File: src/design/srsm_pkg.sv
// srsm_pkg: constants, types and helper functions for the stream regex matcher.
// Depends on nothing; used by simple_regex_stream_matcher_unit and the bench modules.
package srsm_pkg;

    localparam int PATTERN_MAX  = 32;
    localparam int LEN_W        = $clog2(PATTERN_MAX + 1);
    localparam int WORD_COUNT   = 4;
    localparam int WORD_BYTES   = 8;
    localparam int STORED_BYTES = WORD_COUNT * WORD_BYTES;
    localparam int SCAN_LEVELS  = $clog2(PATTERN_MAX + 1);
    localparam int CFG_IDX_W    = 3;

    // Configuration register indexes
    localparam logic [CFG_IDX_W-1:0] REG_PATTERN_LEN    = 3'd0;
    localparam logic [CFG_IDX_W-1:0] REG_PATTERN_WORD_0 = 3'd1;
    localparam logic [CFG_IDX_W-1:0] REG_PATTERN_WORD_3 = 3'd4;

    // Pattern metacharacters
    localparam logic [7:0] CHAR_ANCHOR_START = 8'h5E; // ^
    localparam logic [7:0] CHAR_ANCHOR_END   = 8'h24; // $
    localparam logic [7:0] CHAR_STAR         = 8'h2A; // *
    localparam logic [7:0] CHAR_ANY          = 8'h2E; // .

    typedef logic [PATTERN_MAX:0]   pos_t;
    typedef logic [LEN_W-1:0]       len_t;
    typedef logic [7:0]             byte_t;
    typedef logic [63:0]            word_t;

    // Epsilon closure over starred tokens: position k is reached from k-2
    // when link[k] is set. Solved as a log-depth prefix scan with stride 2.
    function automatic pos_t closure(pos_t set_in, pos_t link);
        pos_t a;
        pos_t p;
        pos_t a_n;
        pos_t p_n;
        int   d;
        a = set_in;
        p = link;
        for (int lv = 0; lv < SCAN_LEVELS; lv++) begin
            d   = 2 << lv;
            a_n = a;
            p_n = p;
            for (int k = 0; k <= PATTERN_MAX; k++) begin
                if (k >= d) begin
                    a_n[k] = a[k] | (p[k] & a[k-d]);
                    p_n[k] = p[k] & p[k-d];
                end
            end
            a = a_n;
            p = p_n;
        end
        return a;
    endfunction

endpackage

File: src/design/simple_regex_stream_matcher_unit.sv
// simple_regex_stream_matcher_unit: streaming NFA matcher for '.', 'x*', '^', '$'.
// Depends on srsm_pkg.
//
// Text bytes enter on the s_ stream one item per cycle; the item with s_tlast high
// closes a text and produces one m_ item whose bit 0 says whether the pattern matched
// any substring (an empty pattern always matches). An accepted byte is held in the
// input register, where the position-set update (a log-depth closure scan over the
// pattern positions) runs, and the edge that moves it on loads the state and, for a
// last byte, the result register. The sustained rate is one item per cycle, and the
// result passes through the input register and then the result register. Only the
// last byte of a text can stall, and only while the result register is still full.
// Write configuration only while no text is in flight.
module simple_regex_stream_matcher_unit
    import srsm_pkg::*;
(
    input  logic                 aclk,
    input  logic                 aresetn,
    input  logic                 s_tvalid,
    output logic                 s_tready,
    input  logic [7:0]           s_tdata,   // [7:0] text_char
    input  logic                 s_tlast,
    output logic                 m_tvalid,
    input  logic                 m_tready,
    output logic [7:0]           m_tdata,   // [0] matched, [7:1] zero
    input  logic                 cfg_valid,
    output logic                 cfg_ready,
    input  logic [CFG_IDX_W-1:0] cfg_index,
    input  logic [63:0]          cfg_data
);

    // Configuration registers
    logic [5:0] pattern_len_reg;
    word_t      pattern_word_reg [WORD_COUNT];

    // Input register
    logic  in_valid_reg;
    byte_t in_char_reg;
    logic  in_last_reg;

    // Matcher state
    pos_t active_reg, active_next;
    logic start_reg,  start_next;
    logic found_reg,  found_next;

    // Result register
    logic out_valid_reg, out_valid_next;
    logic out_match_reg, out_match_next;

    logic  advance;
    logic  out_free;
    byte_t pb [PATTERN_MAX];
    logic [PATTERN_MAX-1:0] star;
    logic [PATTERN_MAX-1:0] byte_ok;
    len_t  len;
    logic  anchored;
    len_t  base;
    pos_t  link;
    pos_t  cur0, cur, nxt, nxt2, fin_set;
    logic  found_step;
    logic  match_final;
    byte_t tail_byte;

    assign cfg_ready = 1'b1;
    assign out_free  = !out_valid_reg || m_tready;
    assign advance   = in_valid_reg && (!in_last_reg || out_free);
    assign s_tready  = !in_valid_reg || advance;
    assign m_tvalid  = out_valid_reg;
    assign m_tdata   = {7'd0, out_match_reg};

    // Configuration writes; unknown indexes are dropped
    always_ff @(posedge aclk) begin
        if (!aresetn) begin
            pattern_len_reg <= '0;
            for (int w = 0; w < WORD_COUNT; w++) pattern_word_reg[w] <= '0;
        end else if (cfg_valid) begin
            if (cfg_index == REG_PATTERN_LEN) begin
                pattern_len_reg <= cfg_data[5:0];
            end else if (cfg_index >= REG_PATTERN_WORD_0 && cfg_index <= REG_PATTERN_WORD_3) begin
                pattern_word_reg[2'(cfg_index - REG_PATTERN_WORD_0)] <= cfg_data;
            end
        end
    end

    // Pattern decode: bytes, star flags, byte compare against current item
    always_comb begin
        len = (pattern_len_reg > 6'(PATTERN_MAX)) ? len_t'(PATTERN_MAX)
                                                   : len_t'(pattern_len_reg);
        for (int k = 0; k < PATTERN_MAX; k++) begin
            if (k < STORED_BYTES)
                pb[k] = pattern_word_reg[k / WORD_BYTES][(k % WORD_BYTES) * 8 +: 8];
            else
                pb[k] = '0;
        end
        for (int k = 0; k < PATTERN_MAX; k++) begin
            byte_ok[k] = (pb[k] == CHAR_ANY) || (pb[k] == in_char_reg);
            if (k + 1 < PATTERN_MAX) star[k] = (k + 1 < int'(len)) && (pb[k+1] == CHAR_STAR);
            else                     star[k] = 1'b0;
        end
        anchored  = (len != '0) && (pb[0] == CHAR_ANCHOR_START);
        base      = anchored ? len_t'(1) : len_t'(0);
        tail_byte = (len != '0) ? pb[5'(len - len_t'(1))] : '0;
    end

    // Position-set step for one text byte
    always_comb begin
        link = '0;
        for (int k = 2; k <= PATTERN_MAX; k++) begin
            link[k] = star[k-2] && (k - 2 >= int'(base));
        end
        cur0 = active_reg;
        if (start_reg || !anchored) cur0[base] = 1'b1;
        cur        = closure(cur0, link);
        found_step = found_reg || cur[len];

        nxt = '0;
        for (int k = 0; k < PATTERN_MAX; k++) begin
            if (cur[k] && k >= int'(base) && k < int'(len)) begin
                if (star[k]) begin
                    if (byte_ok[k]) nxt[k] = 1'b1;
                end else if (!(k == int'(len) - 1 && pb[k] == CHAR_ANCHOR_END)) begin
                    if (byte_ok[k]) nxt[k+1] = 1'b1;
                end
            end
        end

        // End of text: empty match at the end and the end anchor
        nxt2 = nxt;
        if (!anchored) nxt2[0] = 1'b1;
        fin_set     = closure(nxt2, link);
        match_final = found_step || fin_set[len] ||
                      ((len > base) && (tail_byte == CHAR_ANCHOR_END) &&
                       fin_set[len - len_t'(1)]);
    end

    // Next state and result
    always_comb begin
        active_next    = active_reg;
        start_next     = start_reg;
        found_next     = found_reg;
        out_valid_next = out_valid_reg && !m_tready;
        out_match_next = out_match_reg;
        if (advance) begin
            if (in_last_reg) begin
                active_next    = '0;
                start_next     = 1'b1;
                found_next     = 1'b0;
                out_valid_next = 1'b1;
                out_match_next = match_final;
            end else begin
                active_next = nxt;
                start_next  = 1'b0;
                found_next  = found_step;
            end
        end
    end

    // Input register
    always_ff @(posedge aclk) begin
        if (!aresetn) begin
            in_valid_reg <= 1'b0;
        end else if (s_tready) begin
            in_valid_reg <= s_tvalid;
        end
    end

    always_ff @(posedge aclk) begin
        if (s_tready && s_tvalid) begin
            in_char_reg <= s_tdata;
            in_last_reg <= s_tlast;
        end
    end

    // State and result registers
    always_ff @(posedge aclk) begin
        if (!aresetn) begin
            active_reg    <= '0;
            start_reg     <= 1'b1;
            found_reg     <= 1'b0;
            out_valid_reg <= 1'b0;
        end else begin
            active_reg    <= active_next;
            start_reg     <= start_next;
            found_reg     <= found_next;
            out_valid_reg <= out_valid_next;
        end
    end

    always_ff @(posedge aclk) begin
        out_match_reg <= out_match_next;
    end

endmodule

File: config.mk
export PLATFORM = sky130hd
export DESIGN_NAME = simple_regex_stream_matcher_unit
export DESIGN_NICKNAME = d
export VERILOG_FILES = /design/src/design/srsm_pkg.sv /design/src/design/simple_regex_stream_matcher_unit.sv
export SDC_FILE = /design/constraint.sdc
export NUM_CORES = 1
export LEC_CHECK = 0
export BUFFER_PORTS_ARGS = -buffer_cell sky130_fd_sc_hd__clkbuf_2
export CORE_UTILIZATION = 54
export DETAILED_ROUTE_END_ITERATION = 16
export PLACE_DENSITY = 0.71
export SLEW_MARGIN = 10
export SYNTH_ARGS = -nofsm -noshare
export SYNTH_HDL_FRONTEND = slang
export SYNTH_SLANG_ARGS = --single-unit
File: constraint.sdc
create_clock -name aclk -period 9.5 [get_ports aclk]
set_input_delay 0.95 -clock aclk [delete_from_list [all_inputs] [get_ports aclk]]
set_output_delay 0.95 -clock aclk [all_outputs]
set_load 0.03 [all_outputs]
Word-level counts from Yosys, hierarchy flattened

Memories as Yosys holds them, arrays and structs flattened.
Cells that the tools add are included.

Flip-flop bits (word level): 53
Logic and storage cells: 1166
RAM bits: 256
Memories kept: 1
Input bits: 81

$add $sub $neg: 3
Bitwise logic cells: 486
Mux-type cells: 218
Reductions and logical operators: 216
Equality and inequality tests: 160
$lt $le $gt $ge: 73

Memories:

| memory           | depth | bits a word | rd ports | clocked after Yosys merged registers in | wr ports | RTL line                               | RTL |
|---|---|---|---|---|---|---|---|
| pattern_word_reg | 4     | 64          | 4        | 0                                       | 4        | simple_regex_stream_matcher_unit.sv:33 | `word_t pattern_word_reg [WORD_COUNT];` |

Operators with widths:

| kind                                                                        | count |
|---|---|
| 8-bit by 6-bit equality test with 1-bit output, second input constant       | 96 |
| 1-bit bitwise AND                                                           | 278 |
| 8-bit equality test                                                         | 32 |
| 1-bit OR                                                                    | 206 |
| 1-bit 2-to-1 mux                                                            | 173 |
| 1-bit logical AND                                                           | 166 |
| 6-bit by 7-bit equality test with 1-bit output, first input constant        | 16 |
| 5-bit by 6-bit less-than comparator with 1-bit output, first input constant | 16 |
| 5-bit by 1-bit >= comparator with 1-bit output, first input constant        | 16 |
| 2-bit 2-to-1 mux                                                            | 33 |
| 33-bit 2-to-1 mux                                                           | 2 |
| 64-bit 2-to-1 mux                                                           | 1 |
| 64-bit OR reduction                                                         | 1 |
| 5-bit by 7-bit equality test with 1-bit output, first input constant        | 8 |
| 4-bit by 6-bit less-than comparator with 1-bit output, first input constant | 8 |
| 8-bit binary-select mux with 5-bit select                                   | 1 |
| 1-bit logical OR                                                            | 39 |
| 33-bit OR                                                                   | 1 |
| 4-bit by 1-bit >= comparator with 1-bit output, first input constant        | 8 |
| 32-bit zero test                                                            | 1 |
| 4-bit by 7-bit equality test with 1-bit output, first input constant        | 4 |
| 3-bit by 6-bit less-than comparator with 1-bit output, first input constant | 4 |
| 8-bit 2-to-1 mux                                                            | 3 |
| 1-bit binary-select mux with 6-bit select                                   | 3 |
| other kinds (26)                                                            | 40 |

Longest topological paths before layout

Word-level depth: 114
Depth in mapped cells: 27
Depth with buffers taken out: 17

Worst setup path after synthesis

No wires, ideal clock.

Path type: input port to flip-flop
From: input port cfg_index[0]
To: memory pattern_word_reg[3][0] in the netlist's numbering, enable pin
Data required time: 8918 ps
Setup slack: 2646 ps
Setup time: 582 ps
Stages: 5
Buffers on the path: 0
Data arrival time: 6272 ps
Cell sequence: inv_1 ha_1 nor3_1 o21ai_0 o31ai_1

RTL lines:

| element         | RTL line                               | RTL |
|---|---|---|
| start, declared | simple_regex_stream_matcher_unit.sv:27 | `input logic [CFG_IDX_W-1:0] cfg_index,` |
| end, declared   | simple_regex_stream_matcher_unit.sv:33 |  |

Worst setup path after layout

From: register pattern_len_reg[1]
To: register out_match_reg, data pin

Word-level cells in the longest chain between the ends: 36
Elaborated cells on any way between the ends: 929

RTL lines:

| element                                                                                                            | RTL line                                                                         | RTL |
|---|---|---|
| start, declared                                                                                                    | simple_regex_stream_matcher_unit.sv:32                                           | `logic [5:0] pattern_len_reg;` |
| start signal, assigned                                                                                             | simple_regex_stream_matcher_unit.sv:77                                           | `pattern_len_reg <= cfg_data[5:0];` |
| 6-bit greater-than comparator                                                                                      | simple_regex_stream_matcher_unit.sv:86                                           | `len = (pattern_len_reg > 6'(PATTERN_MAX)) ? len_t'(PATTERN_MAX)` |
| 6-bit 2-to-1 mux (*)                                                                                               | simple_regex_stream_matcher_unit.sv:86                                           |  |
| 6-bit nonzero test                                                                                                 | simple_regex_stream_matcher_unit.sv:99, simple_regex_stream_matcher_unit.sv:101  |  |
| 1-bit logical AND                                                                                                  | simple_regex_stream_matcher_unit.sv:99                                           | `anchored = (len != '0) && (pb[0] == CHAR_ANCHOR_START);` |
| 1-bit 2-to-1 mux                                                                                                   | simple_regex_stream_matcher_unit.sv:100                                          | `base = anchored ? len_t'(1) : len_t'(0);` |
| 1-bit by 7-bit less-than comparator with 1-bit output (implied by the code) or 1-bit >= comparator (tied branches) | simple_regex_stream_matcher_unit.sv:111                                          | `if (start_reg \|\| !anchored) cur0[base] = 1'b1;` |
| 1-bit logical AND (implied by the code)                                                                            | simple_regex_stream_matcher_unit.sv:111                                          |  |
| 1-bit 2-to-1 mux (implied by the code)                                                                             | simple_regex_stream_matcher_unit.sv:111                                          |  |
| [... 19 more ...]                                                                                                  | n/a                                                                              |  |
| 1-bit OR                                                                                                           | srsm_pkg.sv:45                                                                   | `a_n[k] = a[k] \| (p[k] & a[k-d]);` |
| 1-bit bitwise AND                                                                                                  | srsm_pkg.sv:45                                                                   |  |
| 1-bit OR (3 in a row)                                                                                              | srsm_pkg.sv:45                                                                   |  |
| 1-bit binary-select mux with 6-bit select (on tied branches)                                                       | simple_regex_stream_matcher_unit.sv:130, simple_regex_stream_matcher_unit.sv:132 |  |
| 1-bit 2-to-1 mux (on tied branches)                                                                                | simple_regex_stream_matcher_unit.sv:130, simple_regex_stream_matcher_unit.sv:132 |  |
| 1-bit logical OR or 1-bit logical AND (tied branches)                                                              | simple_regex_stream_matcher_unit.sv:130, simple_regex_stream_matcher_unit.sv:131 |  |
| 1-bit logical OR (*)                                                                                               | simple_regex_stream_matcher_unit.sv:130                                          | `match_final = found_step \|\| fin_set[len] \|\|` |
| named net match_final                                                                                              | simple_regex_stream_matcher_unit.sv:60                                           | `logic match_final;` |
| end signal, assigned                                                                                               | simple_regex_stream_matcher_unit.sv:189                                          | `out_match_reg <= out_match_next;` |
| end, declared                                                                                                      | simple_regex_stream_matcher_unit.sv:47                                           | `logic out_match_reg, out_match_next;` |

The timed path passes the listed nets; every way through them passes the cells marked *. The select of a mux whose other input is x is not followed.
A chain may end at the register's enable or synchronous reset.

==> reports/qor.yml <==
floorplanning:
  core_um2: 38900
  row_count: 72
  start_util_pct: 55.2
  fp.dieH_um: 201
  num_io_pins: 92
  die-area_um2: 40600
  fp.dieW_um: 201
power:
  p_sw_share_pct: 29.2
  p_seq_share_pct: 47.0
  p_switching_uw: 1040
  combPwrFrac_pct: 12.3
  clkPwrFrac_pct: 40.6
  peakVddDrop_mv: 0.218
  internal_power_uw: 2520
  p_total_uw: 3560
  power.density_nw_per_um2: 150
  power_leakage_uw: 0.00791
critical_path:
  arrival_ns: 7.90
  start_kind: "flop"
  critPathMaxFanout: 26
  crit_required_ns: 9.90
  critical_path_class: "reg -> reg"
  end_kind: "flop"
yosys:
  synth_cell_type_count: 95
  synth-adder-area-share_pct: 0.583
  synthCells: 2299
  synth-edff-count: 266
  yosysWarnings: 0
  synth_top_area_share_pct: 37.2
  synth-seq-cells: 309
  synth-compound-area-share_pct: 15.4
  async_flop_share_pct: 0
  synth_top_family_by_area: "simple AND/OR/NAND/NOR gates"
  synthXorXnorAreaFrac_pct: 10.6
  synth_mux_area_share_pct: 1.36
  synth_largest_area_cell: "edfxtp_1"
  ys.flop_type: "edfxtp_1"
  synth.cell_area_um2: 21500
  yosysSeqAreaShare_pct: 41.2
  syn_area_per_cell_um2: 9.34
  synth.area.top_cells: "edfxtp_1, and2_1, xor2_1, dfxtp_1, xnor2_1"
  synth_simple_gate_area_share_pct: 27.5
sta:
  rsz0062_at_grt: "no"
  drv_slew: 0
  skew_ns: 0.0269
  tightest_slew_ns: 1.33
  max_freq_mhz: 133
  relSlewSlack_pct: 10.7
  finalHoldViolations: 0
  setup_viol: 0
  finalCritPeriodShare_pct: 78.9
  period_minus_slack_ns: 7.50
  final.setup.tns_ns: 0
global_route:
  overflow: 0
  grt_max_degree: 66
  grt_pass1_wl_um: 139000
  antenna_found_initial: 7
  track_usage_pct: 47.6
  grt_pass1_vias: 19700
job:
  cap_violations: 0
finish:
  largest_register_ffs: 256
  regArea_um2: 8850
  num-fill-cells: 3192
  drive_above_1_share_pct: 11.0
  nets: 2425
  finalInstanceArea_um2: 23700
  final_common_cell: "and2_1"
  area_delta_synth_final_pct: 10.3
  most-common-layout-cells: "and2_1, edfxtp_1, nor2_1, xor2_1, nand2_1"
  multi_input_area_um2: 12100
clocking:
  clkSinkCount: 309
  ctsHoldBuffers: 0
  htreeDepth: 2
  cts_buffers: 35
  cts_resized: 0
  cts_setup_buffers: 0
  clkLatencyLatePin_ns: 0.57
  cts_tree: "done"
  path_clk_slew_ns: 0.08
  clk_path_buf_depth: 3
  root_buffer: "clkbuf_16"
routing:
  drc: 0
  via_per_inst: 7.37
  drt-initial-drc-count: 3609
  vias: 21300
  detail-route-antenna-nets: 0
  wire_per_inst_um: 33.9
  dr.pass1.iters: 6
  totalWireLength_um: 97700
run_status:
  outcome: "finished clean"
place:
  gp_congestion: 1.12
  hpwl_um: 71100
  placed_area_um2: 22500
  port_buffers: 83
hold_path:
  min_path_type: "reg -> reg"
[per-stage QoR]
step | utilization (%) | hold WS (ns) | worst slack, ns | cells
3_5_place_dp | 57.8 | 0.470 | 2.48 | 2815
3_3_place_gp | 57.8 | 0.460 | 2.60 | 2815
6_report | 60.9 | 0.477 | 2.00 | 2884
5_1_grt | 60.8 | 0.505 | 1.91 | 2877
4_1_cts | 60.8 | 0.479 | 2.44 | 2877
2_1_floorplan | - | 0.429 | 2.65 | 2305
[kinds of logic (layout without fill, tap and decap cells)]
logic type               count (synthesis)  in the layout
other                                    2             15
buffers and inverters                  169            223
multiplexers                            20             20
AND/OR/NAND/NOR                       1066           1066
XOR/XNOR                               259            259
adder cells (fa/ha/maj)                 10             10
flip-flops                             309            309
AO/OA/AOI/OAI                          464            464
[path summary, 6_finish.rpt]
| kind | from | to | slack (ns) | depth (start not counted) |
|---|---|---|---|---|
| worst max-delay path | pattern_len_reg[1]$_SDFFE_PN0P_ | out_match_reg$_DFFE_PP_ | 2.00 | 17 |
| worst min-delay path | active_reg[0]$_SDFFE_PN0P_ | active_reg[0]$_SDFFE_PN0P_ | 0.48 | 2 |
| worst max register to register | pattern_len_reg[1]$_SDFFE_PN0P_ | out_match_reg$_DFFE_PP_ | 2.00 | 17 |
| worst min register to register | active_reg[0]$_SDFFE_PN0P_ | active_reg[0]$_SDFFE_PN0P_ | 0.48 | 2 |
[worst max-delay path: stages (launching register included)]
cell and delay [ns]:
dfxtp_1 0.83, nor2b_2 0.29, buf_4 0.38, ha_1 0.57
o21ai_0 0.27, a2111oi_1 1.06, nand3_1 0.30, nor4_1 0.73
o21ai_2 0.21, a211oi_1 0.65, a22oi_1 0.31, nand2_1 0.23
o2111ai_1 0.20, a31oi_1 0.37, o21ai_1 0.15, a2111oi_0 0.50
o41ai_1 0.15, o211ai_1 0.11
[cells in the mapped netlist, drive strengths merged (44+ instances only)]
cell / n
nand2: 130
clkbuf: 92
buf: 51
o21ai: 78
nor3: 97
a21oi: 96
nor4: 86
edfxtp: 266
nor2: 198
xnor2: 91
nand4: 55
and2: 273
xor2: 168
nand3: 44
[layout make-up]
| class | instances | share of cell area, % |
|---|---|---|
| multi-input cells | 1827 | 51.1 |
| flip-flops and latches | 309 | 37.4 |
| clock buffers | 42 | 4.03 |
| repair buffers | 135 | 3.40 |
| well taps | 518 | 2.74 |
| clock inverters | 20 | 0.925 |
| inverters | 26 | 0.412 |
| diodes | 7 | 0.0740 |
[layer usage]
layer  vias to the layer above  share of wire (%)  GRT usage [%]
met4                         6                7.5           28.4
met2                      1990                 42           69.1
met3                       468                 14           15.3
met5                         -               0.12              0
met1                     10100                 36           61.8
li1                       8660                  -              -
[power groups by stage]
stage	clock [µW]	sequential (µW)	combinational, µW
6_report	1450	1670	439
5_1_grt	1480	1680	452
4_1_cts	1430	1660	417
3_5_place_dp	0	1690	411
3_3_place_gp	0	1680	397
2_1_floorplan	0	1660	264
Power figures use the tool's default switching activity.
